--- src/sv/hbd_pkg.sv ---
`default_nettype none

package hbd_pkg;

    localparam int MAX_FRAME_BYTES = 1024;

    localparam int CFG_W      = 11;
    localparam int INDEX_W    = 10;
    localparam int SYNC_W     = 2;
    localparam int BITCNT_W   = 3;
    localparam int APB_ADDR_W = 3;
    localparam int APB_DATA_W = 32;

    localparam logic [7:0] FLAG_PATTERN  = 8'h7e;
    localparam logic [7:0] ABORT_PATTERN = 8'hfe;
    localparam logic [7:0] STUFF_MASK    = 8'hfc;
    localparam logic [7:0] STUFF_PATTERN = 8'h7c;

    localparam logic [CFG_W-1:0] MIN_LEN_RESET  = CFG_W'(17);
    localparam logic [CFG_W-1:0] CAPACITY_RESET = CFG_W'(MAX_FRAME_BYTES);
    localparam logic [CFG_W-1:0] CAPACITY_MAX   = CFG_W'(MAX_FRAME_BYTES);

    localparam logic [SYNC_W-1:0] SYNC_LOCKED = 2'd2;
    localparam logic [SYNC_W-1:0] SYNC_FULL   = 2'd3;

    typedef enum logic {
        REG_MIN_LEN  = 1'b0,
        REG_CAPACITY = 1'b1
    } reg_sel_t;

endpackage

`default_nettype wire

--- src/sv/hdlc_bit_deframer.sv ---
// HDLC receive deframer working on one line bit per transfer. It takes a bit
// every clock and returns exactly one result per bit, in the next cycle, from
// an output register; the input side stays ready while that register is
// empty or being taken, so the sustained rate is one bit per clock and only
// backpressure on the result side slows it. Results carry completed bytes with
// their buffer index, frame end with length, overflow, abort and sync status.
// Registers over the APB port: 0x0 min_frame_len, 0x4 frame_capacity.
`default_nettype none

module hdlc_bit_deframer
    import hbd_pkg::*;
(
    input  wire logic                  aclk,
    input  wire logic                  aresetn,

    input  wire logic                  psel,
    input  wire logic                  penable,
    input  wire logic                  pwrite,
    input  wire logic [APB_ADDR_W-1:0] paddr,
    input  wire logic [APB_DATA_W-1:0] pwdata,
    output logic      [APB_DATA_W-1:0] prdata,
    output logic                       pready,

    input  wire logic                  s_valid,
    output logic                       s_ready,
    input  wire logic                  s_rx_bit,

    output logic                       m_valid,
    input  wire logic                  m_ready,
    output logic      [7:0]            m_data_byte,
    output logic                       m_byte_valid,
    output logic      [INDEX_W-1:0]    m_byte_index,
    output logic                       m_frame_done,
    output logic      [CFG_W-1:0]      m_frame_length,
    output logic                       m_frame_overflow,
    output logic                       m_abort_seen,
    output logic                       m_in_sync
);

    logic [CFG_W-1:0]    min_len_reg;
    logic [CFG_W-1:0]    capacity_reg;

    logic [7:0]          window_reg,    window_next;
    logic [7:0]          shifter_reg,   shifter_next;
    logic [BITCNT_W-1:0] bit_cnt_reg,   bit_cnt_next;
    logic [SYNC_W-1:0]   sync_reg,      sync_next;
    logic [CFG_W-1:0]    byte_cnt_reg,  byte_cnt_next;

    logic                out_valid_reg;
    logic [7:0]          data_next;
    logic                byte_valid_next;
    logic [INDEX_W-1:0]  index_next;
    logic                done_next;
    logic [CFG_W-1:0]    length_next;
    logic                overflow_next;
    logic                abort_next;

    logic                cfg_wr;
    logic                in_xfer;
    logic [CFG_W-1:0]    cap_eff;
    logic [CFG_W-1:0]    byte_cnt_inc;
    reg_sel_t            reg_sel;

    // configuration port
    assign pready  = 1'b1;
    assign reg_sel = reg_sel_t'(paddr[2]);
    assign cfg_wr  = psel && penable && pwrite;

    always_ff @(posedge aclk) begin
        if (!aresetn) begin
            min_len_reg  <= MIN_LEN_RESET;
            capacity_reg <= CAPACITY_RESET;
        end else if (cfg_wr) begin
            case (reg_sel)
                REG_MIN_LEN:  min_len_reg  <= pwdata[CFG_W-1:0];
                REG_CAPACITY: capacity_reg <= pwdata[CFG_W-1:0];
                default: ;
            endcase
        end
    end

    always_comb begin
        case (reg_sel)
            REG_MIN_LEN:  prdata = APB_DATA_W'(min_len_reg);
            REG_CAPACITY: prdata = APB_DATA_W'(capacity_reg);
            default:      prdata = '0;
        endcase
    end

    // handshake
    assign s_ready = !out_valid_reg || m_ready;
    assign in_xfer = s_valid && s_ready;
    assign m_valid = out_valid_reg;

    assign cap_eff = (capacity_reg == '0 || capacity_reg > CAPACITY_MAX) ?
                     CAPACITY_MAX : capacity_reg;
    assign byte_cnt_inc = byte_cnt_reg + CFG_W'(1);

    // per-bit deframing
    always_comb begin
        window_next     = {s_rx_bit, window_reg[7:1]};
        shifter_next    = shifter_reg;
        bit_cnt_next    = bit_cnt_reg;
        sync_next       = sync_reg;
        byte_cnt_next   = byte_cnt_reg;
        data_next       = '0;
        byte_valid_next = 1'b0;
        index_next      = '0;
        done_next       = 1'b0;
        length_next     = '0;
        overflow_next   = 1'b0;
        abort_next      = 1'b0;

        if (window_next == FLAG_PATTERN) begin
            if (sync_reg != SYNC_FULL) begin
                sync_next = sync_reg + SYNC_W'(1);
            end
            if (sync_next == SYNC_FULL) begin
                if (byte_cnt_reg >= min_len_reg) begin
                    done_next   = 1'b1;
                    length_next = byte_cnt_reg;
                end
                byte_cnt_next = '0;
                bit_cnt_next  = '0;
            end
        end else if (window_next == ABORT_PATTERN) begin
            abort_next    = 1'b1;
            sync_next     = '0;
            byte_cnt_next = '0;
            bit_cnt_next  = '0;
        end else if ((window_next & STUFF_MASK) == STUFF_PATTERN) begin
            // stuffed zero, dropped
        end else if (sync_reg >= SYNC_LOCKED) begin
            shifter_next = {window_next[7], shifter_reg[7:1]};
            bit_cnt_next = bit_cnt_reg + BITCNT_W'(1);
            if (bit_cnt_next == '0) begin
                byte_valid_next = 1'b1;
                data_next       = shifter_next;
                index_next      = byte_cnt_reg[INDEX_W-1:0];
                byte_cnt_next   = byte_cnt_inc;
                if (byte_cnt_inc >= cap_eff) begin
                    overflow_next = 1'b1;
                    byte_cnt_next = '0;
                end
            end
        end
    end

    // state and result registers
    always_ff @(posedge aclk) begin
        if (!aresetn) begin
            window_reg    <= '0;
            shifter_reg   <= '0;
            bit_cnt_reg   <= '0;
            sync_reg      <= '0;
            byte_cnt_reg  <= '0;
            out_valid_reg <= 1'b0;
        end else begin
            if (in_xfer) begin
                window_reg   <= window_next;
                shifter_reg  <= shifter_next;
                bit_cnt_reg  <= bit_cnt_next;
                sync_reg     <= sync_next;
                byte_cnt_reg <= byte_cnt_next;
            end
            if (s_ready) begin
                out_valid_reg <= s_valid;
            end
        end
    end

    always_ff @(posedge aclk) begin
        if (in_xfer) begin
            m_data_byte      <= data_next;
            m_byte_valid     <= byte_valid_next;
            m_byte_index     <= index_next;
            m_frame_done     <= done_next;
            m_frame_length   <= length_next;
            m_frame_overflow <= overflow_next;
            m_abort_seen     <= abort_next;
            m_in_sync        <= (sync_next >= SYNC_LOCKED);
        end
    end

endmodule

`default_nettype wire

--- config.mk ---
export PLATFORM = sky130hd
export DESIGN_NAME = hdlc_bit_deframer
export DESIGN_NICKNAME = d
export VERILOG_FILES = /design/src/sv/hbd_pkg.sv /design/src/sv/hdlc_bit_deframer.sv
export SDC_FILE = /design/constraint.sdc
export NUM_CORES = 1
export LEC_CHECK = 0
export BUFFER_PORTS_ARGS = -buffer_cell sky130_fd_sc_hd__buf_2
export CAP_MARGIN = 20
export CORE_MARGIN = 2
export CORE_UTILIZATION = 53
export CTS_BUF_LIST = sky130_fd_sc_hd__clkbuf_16
export DETAILED_ROUTE_END_ITERATION = 8
export HOLD_SLACK_MARGIN = 0.15
export PLACE_DENSITY_LB_ADDON = 0.05
export SETUP_SLACK_MARGIN = 0.3
export SLEW_MARGIN = 10
export SYNTH_ARGS = -nofsm -noshare
export SYNTH_HDL_FRONTEND = slang
export SYNTH_SLANG_ARGS = --single-unit
--- constraint.sdc ---
create_clock -name aclk -period 3.4 [get_ports aclk]
set_clock_uncertainty 0.05 [all_clocks]
set_input_delay 1.02 -clock aclk [delete_from_list [all_inputs] [get_ports aclk]]
set_output_delay 1.02 -clock aclk [all_outputs]
set_load 0.05 [all_outputs]
==> run metrics, run 1 <==
via count approximately 3400; initial antenna violation count 0; reg2reg setup slack roughly 0.56 ns; sequential share of the synthesized area 0.4793; row count 33; status completed; synth top area cells dfxtp_1 24%, edfxtp_1 24%, nand2_1 7.7%, ha_1 7.2%, a21oi_1 5.4%; GP Congestion 0.8063; Multi-input gate area about 2000 sq um; Fin. Hold Viols 0; TritonCTS sink count 87; Port Buffers 66; mean post-synth cell area 9.013 sq um; GR Util All Layers 0.2019; TNS Setup 0 ns; CP Class in -> out; worst min path class reg -> reg; Routed WL per cell roughly 13 um; vias in the first global route between 3000 and 4000; area of the mapped netlist between 4000 and 5000 sq um; Initial Util 0.5368; Die Span Y 94.54 um; P&R area growth vs syn 15.98%; Tot Pwr approximately 2.4 mW; HPWL after DPL approximately 6.3 mm; Synth Flop Type dfxtp_1; Placed Cells incl. Taps 640; final worst setup slack about 0.38 ns; first-pass GRT wire length approximately 14 mm; final slew viol count 0; htree depth 3; DRT antenna net count 0; cell taking the most area after synthesis dfxtp_1; Die X about 95 um; Clk pin slew, worst setup/hold paths about 0.07 ns; Max VDD drop slightly below 300 uV; Boundary Pins about 110; post-DR vias/cell ~5.1; Final Cycle Share 0.8880; Inserted Clock Buffers 9; Post-Route WL approximately 8.5 mm; die area ~8900 sq um; Worst Path Required about 2.3 ns; total grt overflow 0; share of the synthesized area in the top cell type 0.2442; Leakage 2.045 nW; async set-reset flop share out of synthesis 0; actual slew at the worst max-slew pin about 0.87 ns; # setup viols final 0; diode count 0; CTS tree built; post-route cell area a little over 5000 sq um; startpoint types input pin; critical-path maximum fanout 24; fmax ~330 MHz; Filler cells roughly 740; first-pass iteration count of the detailed router 4; fin crit period 3.019 ns; pre-CTS setup slack 0.3327 ns; Starting DRT DRC Count between 100 and 150; crit path capture type output pin; power density over the cells approximately 470 nW/um^2; Max-slew headroom 0.4156; clk root buf clkbuf_16; Final #Nets 615; CTS max path bufs 2; Gate Count Post-Synth 482; CP arrival slightly below 2 ns; post-synth cell types 44; Max Cap Violations 0; final non-filler cell total approximately 660; Post-DP Area between 4000 and 5000 sq um; DRC viols 0; EDFF count, synth 34; hold_buf cts 0; Clk Latency, worst-skew pair ~0.33 ns; Core Region just over 8000 sq um; Yosys Warn Count 0; largest net degree at the start of global routing 29; layout cell share with drive strength beyond 1 0.1957; FF+latch count, synth 87; sequential cell area approximately 2100 sq um; RSZ-0062 raised after global routing false
## per-layer routing
layer / part of all wire / track usage
met1: 0.49 / 0.2784
met4: 0.012 / 0.06643
met5: 0 / 0
met2: 0.45 / 0.3238
met3: 0.049 / 0.03512
## metrics by stage
step,utilization,hold WS [ns]
after floorplan,-,0.3791
after global placement,0.5823,0.3935
after detailed placement,0.5823,0.3974
after CTS,0.6192,0.4067
after global routing,0.6226,0.4223
final,0.6226,0.4056
## critical path: stages
cell and delay (ns):
buf_2 0.33, mux2_2 0.39, buf_2 0.21
## report_power, final
group / internal, mW / total (mW) / switching (mW) / leakage (nW)
Sequential: 1.11 / 1.13 / 0.0146 / 0.767
Clock: 0.517 / 0.953 / 0.436 / 0.146
Combinational: 0.0611 / 0.290 / 0.229 / 1.13
## timing repair
item | in CTS | in global routing
pin swaps | 0 | 1
resized for setup | 1 | 6
buffers inserted | 0 | 1
endpoints found under the setup margin | 1 | 11
## worst paths after layout
kind	startpoint	endpoint	cells after the start
worst min-delay path	min_len_reg[10]	min_len_reg[10]	2
worst max-delay path	paddr[2]	prdata[0]	3
worst min register to register	min_len_reg[10]	min_len_reg[10]	2
worst max register to register	byte_cnt_reg[0]	byte_cnt_reg[6]	13
## synth_stat cells, types with 15 or more instances
cell,instances
buf_4,22
nand2_1,89
ha_1,25
o21ai_0,15
inv_1,18
a21oi_1,47
edfxtp_1,34
nand3_1,22
clkbuf_1,17
dfxtp_1,53
and2_1,17
nor2_1,23
## kinds of logic (layout without fill, tap and decap cells)
group / count (synthesis) / after routing / share of synthesized area
other: 2 / 22 / 0.001729
adder cells (fa/ha/maj): 25 / 25 / 0.07200
flip-flops: 87 / 87 / 0.4793
XOR/XNOR: 9 / 9 / 0.01814
buffers and inverters: 64 / 114 / 0.07690
AO/OA/AOI/OAI: 86 / 86 / 0.1126
multiplexers: 8 / 8 / 0.01872
AND/OR/NAND/NOR: 201 / 201 / 0.2206
## cell type report
class | instances | area share
clock buffer | 9 | 0.04470
clock inverter | 7 | 0.01415
inverter | 18 | 0.01341
multi-input combinational | 351 | 0.4013
sequential | 87 | 0.4140
tap | 105 | 0.02607
timing repair buffer | 80 | 0.08642
## layout by cell type (no fill, tap or decap), drive strengths merged, types with 3 or more instances in the layout
master,n
a21o,5
a21oi,47
a31oi,6
and2,17
buf,80
clkbuf,9
clkinv,3
conb,22
dfxtp,53
edfxtp,34
ha,25
inv,22
mux2i,7
nand2,89
nand2b,14
nand3,22
nand4,5
nor2,24
nor2b,11
nor3,7
nor4,4
o21ai,17
xnor2,4
xor2,5
(Power assumes the default switching activity.)
==> run 2: changes to the inputs <==
--- a/config.mk
+++ b/config.mk
@@ -5,10 +5,11 @@
 export SDC_FILE = /design/constraint.sdc
 export NUM_CORES = 1
 export LEC_CHECK = 0
+export ABC_CLOCK_PERIOD_IN_PS = 3400
 export BUFFER_PORTS_ARGS = -buffer_cell sky130_fd_sc_hd__buf_2
 export CAP_MARGIN = 20
 export CORE_MARGIN = 2
-export CORE_UTILIZATION = 53
+export CORE_UTILIZATION = 45
 export CTS_BUF_LIST = sky130_fd_sc_hd__clkbuf_16
 export DETAILED_ROUTE_END_ITERATION = 8
 export HOLD_SLACK_MARGIN = 0.15
==> run 2 against run 1 <==
Via count rose by 0.77%. Sequential share of layout area fell by 0.75 points. Clock power increased by 7%. Critical endpoint unchanged. Largest cell class unchanged.
==> run metrics, run 2 (same netlist as run 1, synthesis figures left out) <==
status completed (unchanged); Critical Path End prdata[0] (unchanged); Worst setup startpoint paddr[2] (unchanged); total grt overflow 0 (unchanged); initial antenna violation count 0 (unchanged); crit path capture type output pin (unchanged); Clock Power Share 0.419 (was 0.402); Boundary Pins 112 (unchanged); Max VDD drop 221.9 uV (was 298.4 uV); Seq pwr share 0.461 (was 0.476); post-DR vias/cell 4.950 (was 5.122); Max Cap Violations 0 (unchanged); layout cell share with drive strength beyond 1 0.2050 (was 0.1957); reg2reg end byte_cnt_reg[6] (unchanged); Max-slew headroom 0.4393 (was 0.4156); RSZ-0062 raised after global routing false (unchanged); final slew viol count 0 (unchanged); reg2reg setup slack 0.45 ns (was 0.56 ns); largest net degree at the start of global routing 48 (was 29); metal3 WL 408 um (was 417 um); Final Cycle Share 0.8889 (was 0.8880); HPWL after DPL 6.438 mm (was 6.263 mm); GR Util All Layers 0.1779 (was 0.2019); first-pass GRT wire length 14.55 mm (was 14.10 mm); worst min path class reg -> reg (unchanged); row count 35 (was 33); top layer used by detailed routing met4 (unchanged); Routed WL per cell 13.22 um (was 12.96 um); critical-path maximum fanout 24 (unchanged); first-pass iteration count of the detailed router 4 (unchanged); Port Buffers 66 (unchanged); Initial Util 0.4679 (was 0.5368); final non-filler cell total 685 (was 657); highest-count cells in the layout ignoring fill and taps 89 x nand2_1, 66 x buf_2, 51 x dfxtp_1 (was 89 x nand2_1, 66 x buf_2, 50 x dfxtp_1); DR WL met2 4.097 mm (was 3.862 mm); # setup viols final 0 (unchanged); TNS Setup 0 ns (unchanged); Tot Pwr 2.443 mW (was 2.370 mW); Starting DRT DRC Count 136 (was 147); Fin. Hold Viols 0 (unchanged); htree depth 3 (unchanged); diode count 0 (unchanged); DRT met1 WL 4.443 mm (was 4.132 mm); vias in the first global route 3046 (was 3014); fmax 330.9 MHz (was 331.2 MHz); Clk Latency, worst-skew pair 0.33 ns (about the same); switching portion of total power 0.2787 (was 0.2866); die area 10460 sq um (was 8937 sq um); Die X 102.3 um (was 94.54 um); combinational fraction of design power 0.120 (was 0.122); P&R area growth vs syn 18.06% (was 15.98%); Die Span Y 102.3 um (was 94.54 um); most common cell after layout, fill and taps aside nand2_1 (unchanged); startpoint types input pin (unchanged); Worst Path Required 2.33 ns (about the same); power density over the cells 476.4 nW/um^2 (was 470.3 nW/um^2); worst flop-to-flop path startpoint byte_cnt_reg[0] (unchanged); fin crit period 3.022 ns (was 3.019 ns); CTS tree built (unchanged); CP Class in -> out (unchanged); Post-Route WL 9.056 mm (was 8.518 mm); GP Congestion 0.8615 (was 0.8063); clk root buf clkbuf_16 (unchanged); Clk pin slew, worst setup/hold paths 0.07 ns (about the same); TritonCTS sink count 87 (unchanged); via count 3391 (was 3365); Filler cells 920 (was 738); actual slew at the worst max-slew pin 0.8380 ns (was 0.8734 ns); Final #Nets 619 (was 615); internal power 1.762 mW (was 1.690 mW); NetSw 0.6810 mW (was 0.6792 mW); Leakage 2.065 nW (was 2.045 nW); worst r2r path cells 13 (unchanged); DRC viols 0 (unchanged); DRT antenna net count 0 (unchanged); CP arrival 1.95 ns (about the same); Inserted Clock Buffers 9 (unchanged); Placed Cells incl. Taps 667 (was 640); Core Region 9284 sq um (was 8093 sq um); CTS max path bufs 2 (unchanged)
==> run 2: cell count changes in the layout (fill, tap and decap cells not counted), sizes merged <==
cell	change
clkinvlp	+2
bufinv	+1
clkinv	-3
buf	+4
==> run 2: layout make-up <==
class / count / area (sq um) / share of cell area
repair buffers: 84 / 465.4 / 0.09075
clock inverters: 7 / 87.58 / 0.01708
multi-input cells: 351 / 2037 / 0.3972
flip-flops and latches: 87 / 2085 / 0.4064
inverters: 18 / 67.56 / 0.01317
clock buffers: 9 / 225.2 / 0.04391
well taps: 129 / 161.4 / 0.03147
==> run 2: power groups by stage <==
stage          Combinational (mW)  Sequential (mW)  Clock [mW]
6_report                    0.293             1.13        1.02
5_1_grt                     0.314             1.13        1.09
4_1_cts                     0.293             1.13        1.04
3_5_place_dp                0.292             1.15           0
3_3_place_gp                0.288             1.15           0
2_1_floorplan               0.176             1.22           0
==> run 2: worst min-delay path by stage <==
stage                   startpoint             end  slack, ns  depth (start not counted)
floorplan           bit_cnt_reg[0]  bit_cnt_reg[0]       0.38                          1
global placement    min_len_reg[5]  min_len_reg[5]       0.39                          2
detailed placement  min_len_reg[8]  min_len_reg[8]       0.40                          2
CTS                 min_len_reg[8]  min_len_reg[8]       0.41                          2
global route        min_len_reg[8]  min_len_reg[8]       0.42                          2
finish              bit_cnt_reg[0]  bit_cnt_reg[0]       0.41                          1
==> run 2: metrics by stage <==
step | worst slack, ns | hold slack (ns) | util | cell area, sq um
2_1_floorplan | 0.05818 | 0.3791 | - | 4420
4_1_cts | 0.3339 | 0.4076 | 0.5469 | 5077
5_1_grt | 0.3001 | 0.4218 | 0.5524 | 5129
3_5_place_dp | 0.3881 | 0.3986 | 0.5132 | 4765
6_report | 0.3779 | 0.4052 | 0.5524 | 5129
3_3_place_gp | 0.3983 | 0.3928 | 0.5132 | 4765
==> run 2: routing by layer <==
layer / vias to the layer above / track usage
met3: 11 / 0.02326
met2: 91 / 0.2804
met4: 0 / 0.05846
li1: 1747 / -
met1: 1542 / 0.2539
met5: - / 0
==> run 2: worst max-delay path, cell delays in order <==
cell	delay [ns]
buf_2	0.33
mux2_2	0.39
buf_2	0.21
==> run 2: timing repair <==
item / CTS / global route
setup endpoints to repair: 0 / 11
hold buffers: 0 / 0
buffers inserted: 0 / 2
resized for setup: 0 / 9
